## src/rtl/lrcf_pkg.sv

```systemverilog
// shared types, constants and the crc step function for the lrc/crc packet framer
package lrcf_pkg;

   localparam logic [15:0] CrcInit       = 16'hFFFF;
   localparam logic [15:0] CrcPoly       = 16'h1021;
   localparam logic [7:0]  WantedIdReset = 8'd20;
   localparam logic [2:0]  WindowFull    = 3'd4;

   localparam int unsigned CsrAddrWidth = 3;
   localparam int unsigned CsrDataWidth = 32;
   // register index is the word address bit
   localparam logic        CsrIdxWantedId = 1'b0;

   typedef struct packed {
      logic [7:0] packet_id;
      logic [7:0] data_byte;
      logic [7:0] byte_index;
      logic       payload_valid;
      logic       last;
      logic       crc_ok;
      logic       id_match;
   } result_type;

   // crc-16/ccitt-false, one byte, msb first
   function automatic logic [15:0] crc_update(input logic [15:0] crc, input logic [7:0] b);
      logic [15:0] c;
      c = crc ^ {b, 8'h00};
      for (int k = 0; k < 8; k++) begin
         if (c[15]) begin
            c = {c[14:0], 1'b0} ^ CrcPoly;
         end else begin
            c = {c[14:0], 1'b0};
         end
      end
      return c;
   endfunction

endpackage

```

## src/rtl/lrcf_deframe.sv

```systemverilog
// header hunt, payload pass-through and running crc for one accepted byte per cycle
module lrcf_deframe
   import lrcf_pkg::*;
(
   input  logic       clock,
   input  logic       reset,
   input  logic       beat_accept,
   input  logic [7:0] rx_byte,
   input  logic [7:0] wanted_id,
   output logic       res_valid,
   output result_type res
);

   logic [31:0] window_ff, window_in;
   logic [2:0]  fill_ff, fill_in;
   logic        in_packet_ff, in_packet_in;
   logic [7:0]  cur_id_ff, cur_id_in;
   logic [7:0]  len_ff, len_in;
   logic [7:0]  count_ff, count_in;
   logic [15:0] crc_ff, crc_in;
   logic [15:0] exp_crc_ff, exp_crc_in;

   logic [15:0] crc_next;
   logic [8:0]  count_plus;
   logic        fin;
   logic [9:0]  hdr_sum;
   logic [7:0]  lrc_calc;
   logic        hdr_hit;

   assign crc_next   = crc_update(crc_ff, rx_byte);
   assign count_plus = {1'b0, count_ff} + 9'd1;
   assign fin        = count_plus >= {1'b0, len_ff};
   assign hdr_sum    = {2'b00, window_ff[23:16]} + {2'b00, window_ff[15:8]}
                     + {2'b00, window_ff[7:0]} + {2'b00, rx_byte};
   // two's complement lrc of id, length and both crc bytes
   assign lrc_calc   = (~hdr_sum[7:0]) + 8'd1;
   assign hdr_hit    = (fill_ff >= WindowFull) && (lrc_calc == window_ff[31:24]);

   always_comb begin
      window_in    = window_ff;
      fill_in      = fill_ff;
      in_packet_in = in_packet_ff;
      cur_id_in    = cur_id_ff;
      len_in       = len_ff;
      count_in     = count_ff;
      crc_in       = crc_ff;
      exp_crc_in   = exp_crc_ff;
      res_valid    = 1'b0;
      res          = '0;
      res.packet_id = cur_id_ff;

      if (beat_accept) begin
         if (in_packet_ff) begin
            crc_in             = crc_next;
            count_in           = count_plus[7:0];
            res_valid          = 1'b1;
            res.packet_id      = cur_id_ff;
            res.data_byte      = rx_byte;
            res.byte_index     = count_ff;
            res.payload_valid  = 1'b1;
            res.last           = fin;
            res.crc_ok         = fin && (crc_next == exp_crc_ff);
            res.id_match       = cur_id_ff == wanted_id;
            if (fin) begin
               in_packet_in = 1'b0;
               fill_in      = '0;
               window_in    = '0;
            end
         end else if (hdr_hit) begin
            cur_id_in  = window_ff[23:16];
            len_in     = window_ff[15:8];
            count_in   = '0;
            crc_in     = CrcInit;
            exp_crc_in = {rx_byte, window_ff[7:0]};
            window_in  = '0;
            fill_in    = '0;
            if (window_ff[15:8] == 8'd0) begin
               // empty packet closes at once
               res_valid     = 1'b1;
               res.packet_id = window_ff[23:16];
               res.last      = 1'b1;
               res.crc_ok    = {rx_byte, window_ff[7:0]} == CrcInit;
               res.id_match  = window_ff[23:16] == wanted_id;
            end else begin
               in_packet_in = 1'b1;
            end
         end else begin
            window_in = {window_ff[23:0], rx_byte};
            fill_in   = (fill_ff >= WindowFull) ? WindowFull : fill_ff + 3'd1;
         end
      end
   end

   always_ff @(posedge clock) begin
      if (reset) begin
         window_ff    <= '0;
         fill_ff      <= '0;
         in_packet_ff <= 1'b0;
         cur_id_ff    <= '0;
         len_ff       <= '0;
         count_ff     <= '0;
         crc_ff       <= CrcInit;
         exp_crc_ff   <= '0;
      end else begin
         window_ff    <= window_in;
         fill_ff      <= fill_in;
         in_packet_ff <= in_packet_in;
         cur_id_ff    <= cur_id_in;
         len_ff       <= len_in;
         count_ff     <= count_in;
         crc_ff       <= crc_in;
         exp_crc_ff   <= exp_crc_in;
      end
   end

   a_res_needs_beat: assert property (@(posedge clock) disable iff (reset)
      res_valid |-> beat_accept) else $error("result without accepted beat");
   a_last_ends_packet: assert property (@(posedge clock) disable iff (reset)
      res_valid && res.last |=> !in_packet_ff && fill_ff == 3'd0)
      else $error("packet did not close on last");
   a_crc_ok_only_last: assert property (@(posedge clock) disable iff (reset)
      res_valid && !res.last |-> !res.crc_ok) else $error("crc_ok off last");
   a_fill_bounded: assert property (@(posedge clock) disable iff (reset)
      fill_ff <= WindowFull) else $error("window fill overflow");
   a_count_below_len: assert property (@(posedge clock) disable iff (reset)
      in_packet_ff |-> count_ff < len_ff) else $error("payload count past length");

endmodule

```

## src/rtl/lrcf_out_buf.sv

```systemverilog
// result register with a skid stage that absorbs one more result under output stall
module lrcf_out_buf
   import lrcf_pkg::*;
(
   input  logic       clock,
   input  logic       reset,
   input  logic       res_valid,
   input  result_type res,
   output logic       full,
   output logic       out_valid,
   input  logic       out_stall,
   output result_type out_data
);

   logic       main_valid_ff, main_valid_in;
   logic       skid_valid_ff, skid_valid_in;
   result_type main_ff, main_in;
   result_type skid_ff, skid_in;
   logic       main_free;

   assign main_free = !main_valid_ff || !out_stall;

   always_comb begin
      main_valid_in = main_valid_ff;
      skid_valid_in = skid_valid_ff;
      main_in       = main_ff;
      skid_in       = skid_ff;
      if (main_free) begin
         if (skid_valid_ff) begin
            main_valid_in = 1'b1;
            main_in       = skid_ff;
            skid_valid_in = res_valid;
            skid_in       = res;
         end else begin
            main_valid_in = res_valid;
            main_in       = res;
         end
      end else if (res_valid) begin
         // skid is empty here, the input was not stalled
         skid_valid_in = 1'b1;
         skid_in       = res;
      end
   end

   always_ff @(posedge clock) begin
      if (reset) begin
         main_valid_ff <= 1'b0;
         skid_valid_ff <= 1'b0;
      end else begin
         main_valid_ff <= main_valid_in;
         skid_valid_ff <= skid_valid_in;
      end
      main_ff <= main_in;
      skid_ff <= skid_in;
   end

   assign full      = skid_valid_ff;
   assign out_valid = main_valid_ff;
   assign out_data  = main_ff;

   a_skid_behind_main: assert property (@(posedge clock) disable iff (reset)
      skid_valid_ff |-> main_valid_ff) else $error("skid holds data ahead of main");
   a_no_write_when_full: assert property (@(posedge clock) disable iff (reset)
      skid_valid_ff && out_stall |-> !res_valid) else $error("result lost in full buffer");
   a_skid_drains: assert property (@(posedge clock) disable iff (reset)
      skid_valid_ff && !out_stall |=> main_valid_ff) else $error("skid beat dropped");

endmodule

```

## src/rtl/lrc_crc_packet_framer.sv

```systemverilog
// top level of the lrc/crc packet framer: csr port, deframer and result buffer
// One received byte is taken per beat: the header check, payload crc step and result
// formatting sit between the framer state registers and the result register, so bytes
// stream in back to back at one per clock while req_stall is low.
// Results are registered in the result buffer before they reach rsp; this two-entry buffer
// absorbs output stall, and req_stall rises only once both entries are occupied.
// Headers are hunted over a sliding five-byte window; a zero-length packet gives a
// single end result with payload_valid low. Write wanted_id only while the block is idle.
module lrc_crc_packet_framer
   import lrcf_pkg::*;
(
   input  logic                    clock,
   input  logic                    reset,
   input  logic                    req_valid,
   output logic                    req_stall,
   input  logic [7:0]              req_rx_byte,
   output logic                    rsp_valid,
   input  logic                    rsp_stall,
   output logic [7:0]              rsp_packet_id,
   output logic [7:0]              rsp_data_byte,
   output logic [7:0]              rsp_byte_index,
   output logic                    rsp_payload_valid,
   output logic                    rsp_last,
   output logic                    rsp_crc_ok,
   output logic                    rsp_id_match,
   input  logic                    csr_psel,
   input  logic                    csr_penable,
   input  logic                    csr_pwrite,
   input  logic [CsrAddrWidth-1:0] csr_paddr,
   input  logic [CsrDataWidth-1:0] csr_pwdata,
   output logic [CsrDataWidth-1:0] csr_prdata,
   output logic                    csr_pready
);

   logic [7:0] wanted_id_ff, wanted_id_in;
   logic       csr_wr;
   logic       beat_accept;
   logic       res_valid;
   result_type res;
   result_type out_data;
   logic       buf_full;

   assign csr_pready = 1'b1;
   assign csr_wr     = csr_psel && csr_penable && csr_pwrite && csr_pready;

   always_comb begin
      wanted_id_in = wanted_id_ff;
      if (csr_wr && csr_paddr[2] == CsrIdxWantedId) begin
         wanted_id_in = csr_pwdata[7:0];
      end
   end

   always_ff @(posedge clock) begin
      if (reset) begin
         wanted_id_ff <= WantedIdReset;
      end else begin
         wanted_id_ff <= wanted_id_in;
      end
   end

   always_comb begin
      unique case (csr_paddr[2])
         CsrIdxWantedId: csr_prdata = {{(CsrDataWidth-8){1'b0}}, wanted_id_ff};
         default:        csr_prdata = '0;
      endcase
   end

   assign req_stall   = buf_full;
   assign beat_accept = req_valid && !req_stall;

   lrcf_deframe u_deframe (
      .clock       (clock),
      .reset       (reset),
      .beat_accept (beat_accept),
      .rx_byte     (req_rx_byte),
      .wanted_id   (wanted_id_ff),
      .res_valid   (res_valid),
      .res         (res)
   );

   lrcf_out_buf u_out_buf (
      .clock     (clock),
      .reset     (reset),
      .res_valid (res_valid),
      .res       (res),
      .full      (buf_full),
      .out_valid (rsp_valid),
      .out_stall (rsp_stall),
      .out_data  (out_data)
   );

   assign rsp_packet_id     = out_data.packet_id;
   assign rsp_data_byte     = out_data.data_byte;
   assign rsp_byte_index    = out_data.byte_index;
   assign rsp_payload_valid = out_data.payload_valid;
   assign rsp_last          = out_data.last;
   assign rsp_crc_ok        = out_data.crc_ok;
   assign rsp_id_match      = out_data.id_match;

endmodule
```

## config.mk

```make
export PLATFORM = sky130hd
export DESIGN_NAME = lrc_crc_packet_framer
export DESIGN_NICKNAME = d
export VERILOG_FILES = /design/src/rtl/lrcf_pkg.sv /design/src/rtl/lrcf_deframe.sv /design/src/rtl/lrcf_out_buf.sv /design/src/rtl/lrc_crc_packet_framer.sv
export SDC_FILE = /design/constraint.sdc
export NUM_CORES = 1
export LEC_CHECK = 0
export BUFFER_PORTS_ARGS = -buffer_cell sky130_fd_sc_hd__clkbuf_2
export CAP_MARGIN = 20
export CELL_PAD_IN_SITES_DETAIL_PLACEMENT = 0
export CELL_PAD_IN_SITES_GLOBAL_PLACEMENT = 1
export CORE_ASPECT_RATIO = 1.75
export CORE_MARGIN = 4
export CORE_UTILIZATION = 46
export CTS_CLUSTER_SIZE = 14
export DETAILED_ROUTE_END_ITERATION = 12
export PLACE_DENSITY_LB_ADDON = 0.1
export SKIP_LAST_GASP = 1
export SLEW_MARGIN = 10
export SYNTH_ARGS = -nofsm -noshare
export SYNTH_HDL_FRONTEND = slang
export SYNTH_HIERARCHICAL = 1
export SYNTH_SLANG_ARGS = --single-unit
```

## constraint.sdc

```tcl
create_clock -name clock -period 5.3 [get_ports clock]
set_input_delay 0 -clock clock [delete_from_list [all_inputs] [get_ports clock]]
set_output_delay 0 -clock clock [all_outputs]
set_load 0.1 [all_outputs]
```

[Yosys cells after proc, flatten, opt, wreduce, memory -nomap -nowiden]
Index checks and enable logic that the tools add are counted.
Operators by class
  $add $sub $neg: 6
  magnitude comparators: 2
  eq/ne operators: 7
  mux-type cells: 44
  bitwise gates (word level): 12
  reduce and logical (&&, ||, !) cells: 17
Operators by type and width (number)
  28-bit two-way mux: 5
  13-bit two-way mux: 8
  32-bit two-way mux: 3
  8-bit two-way mux: 6
  16-bit two-way mux: 2
  8-bit adder: 3
  8-bit == test: 3
  3-bit inverter: 8
  3-bit two-way mux: 7
  17-bit two-way mux: 1
  16-bit == test: 1
  16-bit == test, second input constant: 1
  16-bit XOR: 1
  1-bit two-way mux: 12
  8-bit by 1-bit adder with 9-bit output, second input constant: 1
  9-bit by 8-bit greater-or-equal comparator with 1-bit output: 1
  8-bit by 1-bit adder with 8-bit output, second input constant: 1
  8-bit logical NOT: 1
  8-bit inverter: 1
  1-bit logical AND: 6
  2-bit AND reduction: 3
  2-bit nonzero test: 2
  3-bit by 1-bit adder with 3-bit output, second input constant: 1
  3-bit greater-or-equal comparator, second input constant: 1
  6 further kinds: 9
Storage, ports and cells
  bits in registers: 158
  bits of input ports: 50
  output and inout port bits: 63
  word-level logic and storage cells: 113

[Logic depth before layout (Yosys ltp)]
Gate-level depths: netlist of the first run.
  depth in word-level cells: 23
  mapped depth: 16
  depth with buffers taken out: 15

[Hierarchy]
The synthesis of the first run kept the hierarchy.
By module, submodules not included
  lrcf_deframe: instances 1, cells each 630, area an instance 5585.4 µm², seq. area each 1841.8 µm²
  lrcf_out_buf: instances 1, cells each 97, area an instance 2240.9 µm², seq. area each 1721.7 µm²
  lrc_crc_packet_framer: instances 1, cells each 71, area an instance 626.9 µm², seq. area each 160.2 µm²

[Worst setup path after synthesis of the first run]
OpenSTA, ideal clock, no wires.
  path type: flip-flop to flip-flop
  start: reg u_deframe.window_ff[1]
  end: reg u_out_buf/skid_ff[0] in the netlist's numbering, enable pin
  setup time: 0.371 ns
  arrival: 4.322 ns
  data required time: 4.929 ns
  setup slack: 0.607 ns
  cell stages (with the launch flop): 14
  buffers on the path: 1
  period minus slack after synthesis: 4.693 ns
  cell sequence: dfxtp_1 fa_1 fa_1 ha_1 fa_1 xnor2_1 nand3b_1 or4_1 a221oi_4 o21ai_4 buf_6 nor3_1 o21a_1 mux2_2
On the way
  word-level cells in the longest chain between the ends: 11
RTL lines
  from (decl): line lrcf_deframe.sv:14  | logic [31:0] window_ff, window_in;
  from (signal assigned): line lrcf_deframe.sv:105  | window_ff <= window_in;
  8-bit adder (2 in a row): line lrcf_deframe.sv:34  | + {2'b00, window_ff[7:0]} + {2'b00, rx_byte};
  8-bit inverter: line lrcf_deframe.sv:36  | assign lrc_calc = (~hdr_sum[7:0]) + 8'd1;
  8-bit by 1-bit adder with 8-bit output: line lrcf_deframe.sv:36
  8-bit == test: line lrcf_deframe.sv:37  | assign hdr_hit = (fill_ff >= WindowFull) && (lrc_calc == window_ff[31:24]);
  1-bit logical AND: line lrcf_deframe.sv:37
  1-bit two-way mux: line lrcf_deframe.sv:69  | end else if (hdr_hit) begin
  1-bit two-way mux: line lrcf_deframe.sv:53  | if (in_packet_ff) begin
  1-bit two-way mux: line lrcf_deframe.sv:52  | if (beat_accept) begin
  named net res_valid: line lrc_crc_packet_framer.sv:38  | logic res_valid;
  2-bit nonzero test (no line)
  2-bit AND reduction (no line)
  to (signal assigned): line lrcf_out_buf.sv:54  | skid_ff <= skid_in;
  to (decl): line lrcf_out_buf.sv:18  | result_type skid_ff, skid_in;
The timed path passes the listed nets, and every way through them passes these cells.
A chain may end at the register's enable or synchronous reset.

[Worst setup path after layout of the first run]
  start: reg u_deframe.window_ff[1]
  end: reg u_out_buf/skid_ff[6] in the netlist's numbering, enable pin
Same word-level chain as after synthesis.

==> impl_metrics.env, run 1 <==
export IMPL_grt_pass1_vias=6146
export IMPL_required_ns=5.40
export IMPL_worstRegToRegCells=13
export IMPL_h_tree_depth=4
export IMPL_period_share=0.927
export IMPL_report_final_slew_viol_count=0
export IMPL_syn2layout_area_growth_pct=13.8
export IMPL_synth_async_sr_flop_share=0
export IMPL_post_drt_wl_per_cell_um=18.1
export IMPL_drive_above_1_share=0.211
export IMPL_routed_via_count=5965
export IMPL_dr_pass1_iters=5
export IMPL_io_buffers=61
export IMPL_rows=65
export IMPL_total_leakage_power_nw=4.15
export IMPL_holdPathStages=3
export IMPL_root_buffer="clkbuf_16"
export IMPL_outcome="completed"
export IMPL_crit_chain="fa_1, fa_1, ha_1, fa_1, xnor2_1, nand3b_1, or4_1, a221oi_4, o21ai_4, nor3_2, o21a_1, mux2_2, buf_4"
export IMPL_dieWidth_um=110
export IMPL_cts_tree="yes"
export IMPL_skew_ns=0.00979
export IMPL_cp_slowest_cell="or4_1"
export IMPL_gp_congestion=0.800
export IMPL_grt_usage=0.199
export IMPL_syn_area_um2=8450
export IMPL_drc_errors=0
export IMPL_rsz0062_at_grt="false"
export IMPL_yosysTopAreaCell="dfxtp_1"
export IMPL_fmax_mhz=203
export IMPL_fp_coreArea_um2=18100
export IMPL_cts_buffer_depth=2
export IMPL_ios=113
export IMPL_place_hpwl_um=14300
export IMPL_synth_top_area_frac=0.242
export IMPL_ys_top_cells_by_area="dfxtp_1 24%, edfxtp_1 20%, mux2i_1 5.0%"
export IMPL_num_antenna_cells=0
export IMPL_worst_pin_slew_ns=0.957
export IMPL_final_util=0.533
export IMPL_holdCritPathClass="in2reg"
export IMPL_path_class="reg2reg"
export IMPL_antenna_found_initial=0
export IMPL_clkTransAtPathRegs_ns=0.06
export IMPL_p_per_area_nw_per_um2=298
export IMPL_synth_cells=798
export IMPL_start_util=0.468
export IMPL_syn_area_per_cell_um2=10.6
export IMPL_end_kind="flip-flop"
export IMPL_wl_um=20100
export IMPL_min_period_ns=4.92
export IMPL_setup_viol=0
export IMPL_synth_distinct_cells=60
export IMPL_maxCapViolCount=0
export IMPL_clk_insertion_delay_late_ns=0.42
export IMPL_die_area_um2=20700
export IMPL_final_hold_violation_count=0
export IMPL_cp_common_cell="fa_1"
export IMPL_die_h_um=187
export IMPL_vias_per_cell=5.37
export IMPL_ant_nets=0
export IMPL_grt_overflow=0
export IMPL_slowest_delay_ns=0.57
export IMPL_numClockSinks=158
export IMPL_yosys_warnings=6
export IMPL_synth_enable_flop_cells=56
export IMPL_slew_headroom=0.360
export IMPL_fin_nets=946
export IMPL_grt_pass1_wl_um=32900
export IMPL_arrival_ns=5.02
export IMPL_cp_start_kind="flip-flop"
export IMPL_numCtsBuffers=17
export IMPL_yosysSeqAreaShare=0.440
export IMPL_grt_max_degree=87
export IMPL_worst_slack_ns=0.384
export IMPL_crit_fanout=17
export IMPL_post_cts_buffers=0
export IMPL_fin_setup_tns_ns=0
export IMPL_synth_flop_cell="dfxtp_1"
export IMPL_ys_seq_elements=158
export IMPL_post_place_ws_ns=0.249
export IMPL_ir_drop_uv=160
export IMPL_drt_initial_drc_count=345
-- per-stage QoR --
stage | cell area [um^2] | hold slack (ns) | std cells | total power [mW]
2_1_floorplan | 8540 | 0.0691 | 821 | 1.56
3_3_place_gp | 8880 | 0.246 | 1066 | 1.61
3_5_place_dp | 8880 | 0.256 | 1066 | 1.62
4_1_cts | 9610 | 0.00377 | 1110 | 2.89
5_1_grt | 9620 | 0.0382 | 1110 | 2.96
6_report | 9620 | 0.0315 | 1110 | 2.86
-- power by group --
part	switching, mW	internal [mW]
registers	0.0125	1.25
logic	0.238	0.0994
clock network	0.505	0.753
-- placed cells by master, fill, tap and decap left out, types with 26 or more instances in the layout --
cell,n
a21oi_1,40
a32oi_1,32
clkbuf_2,60
dfxtp_1,101
edfxtp_1,56
mux2_4,26
mux2i_1,42
nor2_1,103
xnor2_1,39
xor2_1,32
-- synthesized netlist by cell type, types with 10 or more instances --
library cell / n
a21oi_1: 41
a32oi_1: 32
and3_1: 17
buf_4: 28
clkbuf_1: 30
dfxtp_1: 102
edfxtp_1: 56
fa_1: 14
ha_1: 19
inv_1: 25
mux2_2: 11
mux2_4: 26
mux2i_1: 42
nand2_1: 22
nand2b_1: 13
nand3_1: 18
nor2_1: 104
nor3_1: 10
or2_2: 15
xnor2_1: 39
xor2_1: 32
-- worst paths after layout --
path,from,end,slack [ns]
min,req_rx_byte[3],u_deframe/exp_crc_ff[11],0.03
max reg2reg,u_deframe/window_ff[1],u_out_buf/skid_ff[6],0.38
min reg2reg,u_deframe/window_ff[29],u_deframe/window_ff[29],0.50
max,u_deframe/window_ff[1],u_out_buf/skid_ff[6],0.38
-- critical path, delay by kind of cell, from the launching register on --
kind            cells  cell delay (ns)
flops               1             0.43
compound gates      3             0.79
xor+xnor            1             0.29
buf+inv             1             0.26
mux                 1             0.20
simple gates        3             1.03
fa+ha+maj           4             1.62
-- repair_timing --
| action | CTS | global route |
|---|---|---|
| resized for setup | 0 | 2 |
| hold buffers | 12 | 0 |
| hold endpoints to repair | 20 | 0 |
| setup endpoints to repair | 0 | 22 |
-- per-layer routing --
layer / track usage / wire [um] / up-vias
met1: 0.221 / 7990 / 2908
met3: 0.0327 / 574 / 25
met4: 0.0768 / 435 / 0
li1: - / - / 2906
met2: 0.373 / 11100 / 126
met5: 0 / 0 / -
-- kinds of logic after synthesis --
family	Yosys count	synth area share
simple gates	233	0.138
flops	158	0.440
compound gates	123	0.103
buf+inv	96	0.0638
mux	79	0.111
xor+xnor	74	0.0817
fa+ha+maj	33	0.0613
other cells	2	0.000888
-- flip-flops by register name (all words and copies together) (netlist names) --
register,cells
u_deframe/window_ff,32
u_out_buf/out_data,28
u_out_buf/skid_ff,28
u_deframe/crc_ff,16
u_deframe/exp_crc_ff,16
u_deframe/count_ff,8
u_deframe/cur_id_ff,8
u_deframe/len_ff,8
wanted_id_ff,8
u_deframe/fill_ff,3
u_deframe/in_packet_ff,1
u_out_buf/full,1
u_out_buf/out_valid,1
-- area by class of cell --
| cell class | instances | area, um^2 |
|---|---|---|
| fillers | 1659 | 8430 |
| multi-input cells | 567 | 4320 |
| flip-flops and latches | 158 | 3720 |
| repair buffers | 94 | 583 |
| clock buffers | 22 | 485 |
| well taps | 234 | 293 |
| clock inverters | 10 | 125 |
| inverters | 25 | 93.8 |
No activity file was read; power rests on OpenSTA's default activity.
==> inputs of run 2 (changes only) <==
--- a/config.mk
+++ b/config.mk
@@ -5,13 +5,14 @@
 export SDC_FILE = /design/constraint.sdc
 export NUM_CORES = 1
 export LEC_CHECK = 0
+export ABC_AREA = 1
 export BUFFER_PORTS_ARGS = -buffer_cell sky130_fd_sc_hd__clkbuf_2
 export CAP_MARGIN = 20
 export CELL_PAD_IN_SITES_DETAIL_PLACEMENT = 0
 export CELL_PAD_IN_SITES_GLOBAL_PLACEMENT = 1
 export CORE_ASPECT_RATIO = 1.75
 export CORE_MARGIN = 4
-export CORE_UTILIZATION = 46
+export CORE_UTILIZATION = 43
 export CTS_CLUSTER_SIZE = 14
 export DETAILED_ROUTE_END_ITERATION = 12
 export PLACE_DENSITY_LB_ADDON = 0.1
==> impl_metrics.env, run 2 <==
export IMPL_cp_slowest_cell="fa_1"
export IMPL_ys_top_cells_by_count="297 x nand2_1, 124 x nor2_1, 115 x inv_1, 102 x dfxtp_1, 66 x nand3_1"
export IMPL_required_ns=5.59
export IMPL_post_drt_wl_per_cell_um=16.6
export IMPL_swShare=0.290
export IMPL_clock_power_share=0.416
export IMPL_grt_overflow=0
export IMPL_syn_area_um2=8590
export IMPL_report_final_slew_viol_count=0
export IMPL_p_per_area_nw_per_um2=317
export IMPL_io_buffers=61
export IMPL_setup_viol=0
export IMPL_cts_resized_gates=0
export IMPL_fin_nets=1266
export IMPL_cts_tree="yes"
export IMPL_synth_cells=1106
export IMPL_yosysTopAreaCell="dfxtp_1"
export IMPL_dieWidth_um=115
export IMPL_skew_ns=0.0115
export IMPL_drt_initial_drc_count=444
export IMPL_ios=113
export IMPL_fmax_mhz=225
export IMPL_synth_flop_cell="dfxtp_1"
export IMPL_cp_depth=21
export IMPL_place_hpwl_um=17600
export IMPL_clk_insertion_delay_late_ns=0.43
export IMPL_worst_pin_slew_ns=1.06
export IMPL_cp_common_cell="nand2_1"
export IMPL_root_buffer="clkbuf_16"
export IMPL_clkTransAtPathRegs_ns=0.06
export IMPL_synth_distinct_cells=44
export IMPL_yosys_warnings=6
export IMPL_dr_pass1_iters=5
export IMPL_hp_start="req_rx_byte[4]"
export IMPL_final_cell_mix="297 x nand2_1, 124 x nor2_1, 115 x inv_1"
export IMPL_grt_max_degree=47
export IMPL_top_register="u_deframe/window_ff"
export IMPL_ys_top_cells_by_area="dfxtp_1 24%, edfxtp_1 20%, nand2_1 13%"
export IMPL_fp_coreArea_um2=19700
export IMPL_num_antenna_cells=0
export IMPL_holdPathEnd="u_deframe/exp_crc_ff[12]"
export IMPL_grt_usage=0.218
export IMPL_final_hold_violation_count=0
export IMPL_grt_pass1_wl_um=37700
export IMPL_place_inst=1389
export IMPL_ys_seq_elements=158
export IMPL_maxCapViolCount=0
export IMPL_cp_start_kind="flip-flop"
export IMPL_gp_congestion=0.833
export IMPL_syn_area_per_cell_um2=7.77
export IMPL_timing_rr_end="u_out_buf/out_data[1]"
export IMPL_drc_errors=0
export IMPL_r2r_setup_slack_ns=0.85
export IMPL_p_int_mw=2.22
export IMPL_vias_per_cell=5.04
export IMPL_fin_setup_tns_ns=0
export IMPL_fin_cells=1441
export IMPL_pwr_share_seq=0.416
export IMPL_synth_enable_flop_cells=56
export IMPL_ir_drop_uv=212
export IMPL_synth_most_common_cell="nand2_1"
export IMPL_slowest_delay_ns=0.52
export IMPL_syn2layout_area_growth_pct=14.7
export IMPL_layout_commonest_cell="nand2_1"
export IMPL_grt_pass1_vias=6936
export IMPL_crit_fanout=34
export IMPL_whs_ns=0.0192
export IMPL_slew_headroom=0.289
export IMPL_path_class="reg2reg"
export IMPL_crit_buf_inv=3
export IMPL_routed_via_count=7262
export IMPL_arrival_ns=4.74
export IMPL_final_util=0.499
export IMPL_holdCritPathClass="in2reg"
export IMPL_rr_startpoint="u_deframe/window_ff[9]"
export IMPL_critical_path_top_delay_family="simple AND/OR/NAND/NOR gates"
export IMPL_crit_chain="fa_1, fa_1, ha_1, fa_1, inv_1, nand3_1, inv_1, nand2_1, nand2_1, nand2_1, nand2_1, nor2_1, nand3_1, nor2_4, nand3_4, buf_4, nor2_1, nand3_1, nand2_1, nand2_1, nand2_1"
export IMPL_synth_top_area_frac=0.238
export IMPL_end_kind="flip-flop"
export IMPL_numClockSinks=158
export IMPL_synth_async_sr_flop_share=0
export IMPL_period_share=0.840
export IMPL_start_util=0.435
export IMPL_pwr_share_comb=0.169
export IMPL_total_leakage_power_nw=4.60
export IMPL_drive_above_1_share=0.129
export IMPL_die_area_um2=22400
export IMPL_cts_buffer_depth=2
export IMPL_worstRegToRegCells=21
export IMPL_switchingPower_uw=905
export IMPL_h_tree_depth=4
export IMPL_largest_reg_flops=32
export IMPL_min_period_ns=4.45
export IMPL_ant_nets=0
export IMPL_antenna_found_initial=0
export IMPL_holdPathStages=3
export IMPL_wl_um=23900
export IMPL_rows=68
export IMPL_rsz0062_at_grt="false"
export IMPL_outcome="completed"
export IMPL_total_power_mw=3.12
export IMPL_die_h_um=195
export IMPL_numCtsBuffers=17
export IMPL_yosysSeqAreaShare=0.433
## run 2: cell types whose count changed after synthesis, moves of 20 or more
| cell | previous run | this run |
|---|---|---|
| inv_1 | 25 | 115 |
| nand3_1 | 18 | 66 |
| nand4_1 | 9 | 44 |
| o21ai_1 | 0 | 27 |
| nand2_1 | 22 | 297 |
| nor2_1 | 104 | 124 |
| xnor2_1 | 39 | 12 |
| mux2_4 | 26 | 0 |
| a32oi_1 | 32 | 0 |
| mux2i_1 | 42 | 0 |
## run 2: per-layer routing
layer  wire, um  global-route usage
met4        727              0.0866
met1       9430               0.251
met3        812              0.0282
met2      13000               0.399
met5          0                   0
## run 2: what timing repair did
item,in CTS,in global routing
buffers inserted,0,0
endpoints found under the hold margin,15,0
hold buffers,20,0
## run 2: how the worst max path moves through the flow
stage	start	endpoint
floorplan	u_deframe/window_ff[1]	u_out_buf/skid_ff[0]
global placement	u_deframe/window_ff[9]	u_out_buf/skid_ff[6]
detailed placement	u_deframe/window_ff[9]	u_out_buf/skid_ff[4]
CTS	u_deframe/window_ff[9]	u_out_buf/out_data[1]
global route	u_deframe/window_ff[9]	u_out_buf/out_data[1]
finish	u_deframe/window_ff[9]	u_out_buf/out_data[1]
## run 2: power by group through the flow
stage	Combinational (mW)	Sequential [mW]	Clock [mW]
floorplan	0.402	1.34	0
global placement	0.516	1.32	0
detailed placement	0.518	1.32	0
CTS	0.530	1.30	1.32
global route	0.583	1.30	1.37
finish	0.527	1.30	1.30
## run 2: worst reg2reg max path: stages (launching register included)
cell and delay, ns:
dfxtp_1 0.43, fa_1 0.49, fa_1 0.47, ha_1 0.26
fa_1 0.52, inv_1 0.07, nand3_1 0.13, inv_1 0.05
nand2_1 0.05, nand2_1 0.06, nand2_1 0.05, nand2_1 0.04
nor2_1 0.16, nand3_1 0.17, nor2_4 0.20, nand3_4 0.10
buf_4 0.25, nor2_1 0.42, nand3_1 0.12, nand2_1 0.13
nand2_1 0.06, nand2_1 0.09
## run 2: cells by family after synthesis
family / after synthesis / synth area share
xor+xnor: 33 / 0.0336
fa+ha+maj: 33 / 0.0603
compound gates: 118 / 0.0756
buf+inv: 190 / 0.104
simple gates: 572 / 0.293
other cells: 2 / 0.000874
flops: 158 / 0.433
## run 2: final cells by class
| cell class | count | area, um^2 |
|---|---|---|
| multi-input combinational | 781 | 4060 |
| inverter | 121 | 458 |
| timing repair buffer | 104 | 678 |
| clock buffer | 24 | 495 |
| tap | 245 | 307 |
| sequential | 158 | 3720 |
| fill | 2029 | 9880 |
| clock inverter | 8 | 129 |
## run 2: through the flow
stage,worst slack [ns],area (um^2)
2_1_floorplan,0.819,8680
3_3_place_gp,0.895,9030
4_1_cts,0.855,9850
6_report,0.851,9850
5_1_grt,0.595,9850
3_5_place_dp,0.879,9030
==> inputs of run 3 (changes only) <==
==> constraint.sdc (replaced) <==
create_clock -name clock -period 4.45 [get_ports clock]
set_input_delay 0 -clock clock [delete_from_list [all_inputs] [get_ports clock]]
set_output_delay 0 -clock clock [all_outputs]
set_load 0.1 [all_outputs]
==> impl_metrics.env, run 3 (synthesis results as in run 2) <==
export IMPL_outcome="completed"
export IMPL_startpoint="u_deframe/window_ff[1]"
export IMPL_routed_via_count=7355
export IMPL_path_class="reg2reg"
export IMPL_die_h_um=195
export IMPL_antenna_found_initial=0
export IMPL_clkTransAtPathRegs_ns=0.06
export IMPL_dpl_cell_area_um2=9160
export IMPL_use_met3=0.0307
export IMPL_rows=68
export IMPL_root_buffer="clkbuf_16"
export IMPL_total_power_mw=3.60
export IMPL_arrival_ns=4.26
export IMPL_drt_initial_drc_count=416
export IMPL_period_share=0.925
export IMPL_min_period_ns=4.12
export IMPL_slew_headroom=0.543
export IMPL_numCtsBuffers=17
export IMPL_required_ns=4.59
export IMPL_holdCritPathClass="in2reg"
export IMPL_cts_buffer_depth=2
export IMPL_final_util=0.502
export IMPL_top_register="u_deframe/window_ff"
export IMPL_layout_commonest_cell="nand2_1"
export IMPL_cts_tree="yes"
export IMPL_skew_ns=0.0122
export IMPL_worst_pin_slew_ns=0.685
export IMPL_cp_common_cell="nand2_1"
export IMPL_post_drt_wl_per_cell_um=16.4
export IMPL_final_hold_violation_count=0
export IMPL_grt_pass1_wl_um=38600
export IMPL_whs_ns=0.0121
export IMPL_fmax_mhz=243
export IMPL_grt_use_met2=0.390
export IMPL_cp_slowest_cell="fa_1"
export IMPL_drive_above_1_share=0.139
export IMPL_clk_insertion_delay_late_ns=0.43
export IMPL_ios=113
export IMPL_grt_busiest_layer="met2"
export IMPL_rsz0062_at_grt="false"
export IMPL_crit_chain="fa_1, fa_1, ha_1, fa_1, inv_1, nand3_1, inv_1, nand2_1, nand2_1, nand2_1, nand2_1, nor2_1, nand3_1, nor2_4, nand3_4, nand2_4, nand2_4, a21oi_2, o21a_2, buf_12"
export IMPL_crit_buf_inv=3
export IMPL_die_area_um2=22400
export IMPL_wl_um=23900
export IMPL_end_kind="flip-flop"
export IMPL_num_antenna_cells=0
export IMPL_gp_congestion=0.812
export IMPL_grt_pass1_vias=7154
export IMPL_drc_errors=0
export IMPL_total_leakage_power_nw=4.63
export IMPL_final_cell_mix="297 x nand2_1, 124 x nor2_1, 115 x inv_1"
export IMPL_post_cts_buffers=0
export IMPL_numClockSinks=158
export IMPL_grt_usage=0.221
export IMPL_maxCapViolCount=0
export IMPL_cp_start_kind="flip-flop"
export IMPL_dr_pass1_iters=5
export IMPL_dieWidth_um=115
export IMPL_fin_nets=1276
export IMPL_setup_viol=0
export IMPL_fp_coreArea_um2=19700
export IMPL_crit_fanout=15
export IMPL_slowest_delay_ns=0.51
export IMPL_post_place_ws_ns=0.243
export IMPL_fin_cells=1451
export IMPL_hp_start="csr_psel"
export IMPL_grt_max_degree=46
export IMPL_worst_slack_ns=0.332
export IMPL_ir_drop_uv=204
export IMPL_place_hpwl_um=17800
export IMPL_syn2layout_area_growth_pct=15.4
export IMPL_h_tree_depth=4
export IMPL_vias_per_cell=5.07
export IMPL_ant_nets=0
export IMPL_critical_path_top_delay_family="adder cells"
export IMPL_io_buffers=61
export IMPL_use_met1=0.263
export IMPL_place_inst=1400
export IMPL_final_design_area_no_fill_um2=9920
export IMPL_fin_setup_tns_ns=0
export IMPL_p_per_area_nw_per_um2=363
export IMPL_grt_overflow=0
export IMPL_report_final_slew_viol_count=0
export IMPL_largest_reg_flops=32
export IMPL_start_util=0.435
export IMPL_rr_startpoint="u_deframe/window_ff[1]"
-- run 3: cell types whose count changed in the layout (fill, tap and decap cells not counted), sizes merged --
| cell | before | now |
|---|---|---|
| bufinv | 3 | 2 |
| clkinvlp | 2 | 4 |
| clkinv | 4 | 8 |
| inv | 120 | 119 |
| buf | 23 | 34 |
| clkbuf | 85 | 81 |
| dlygate4sd3 | 20 | 19 |
-- run 3: worst min-delay path, cell delays in order --
cell	delay, ns
clkbuf_2	0.11
nand2_4	0.09
nor2_8	0.05
nand2_1	0.06
nand3_1	0.07
-- run 3: routing by layer --
layer | part of all wire | vias to the layer above
met2 | 0.52 | 190
met5 | 0 | -
li1 | - | 3695
met4 | 0.036 | 0
met3 | 0.038 | 51
met1 | 0.40 | 3419
-- run 3: cell type report --
| class | count | area (um^2) |
|---|---|---|
| clock buffer | 20 | 437 |
| clock inverter | 12 | 123 |
| fill | 1978 | 9820 |
| inverter | 121 | 458 |
| multi-input combinational | 781 | 4070 |
| sequential | 158 | 3730 |
| tap | 245 | 307 |
| timing repair buffer | 114 | 801 |
-- run 3: path summary, 6_finish.rpt --
kind	endpoint	slack [ns]	cells past startpoint
max	u_out_buf/skid_ff[11]	0.33	20
max reg2reg	u_out_buf/skid_ff[11]	0.33	20
min	wanted_id_ff[2]	0.01	5
min reg2reg	u_deframe/crc_ff[11]	0.47	2
-- run 3: power by group --
part	switching (mW)	internal, mW	total [mW]
clock network	0.594	0.820	1.41
registers	0.0276	1.51	1.54
logic	0.463	0.179	0.642
total	1.08	2.51	3.60
-- run 3: what timing repair did --
action | in CTS | in global routing
resized for setup | 0 | 2
setup endpoints to repair | 0 | 34
hold endpoints to repair | 14 | 0
hold buffers | 19 | 0
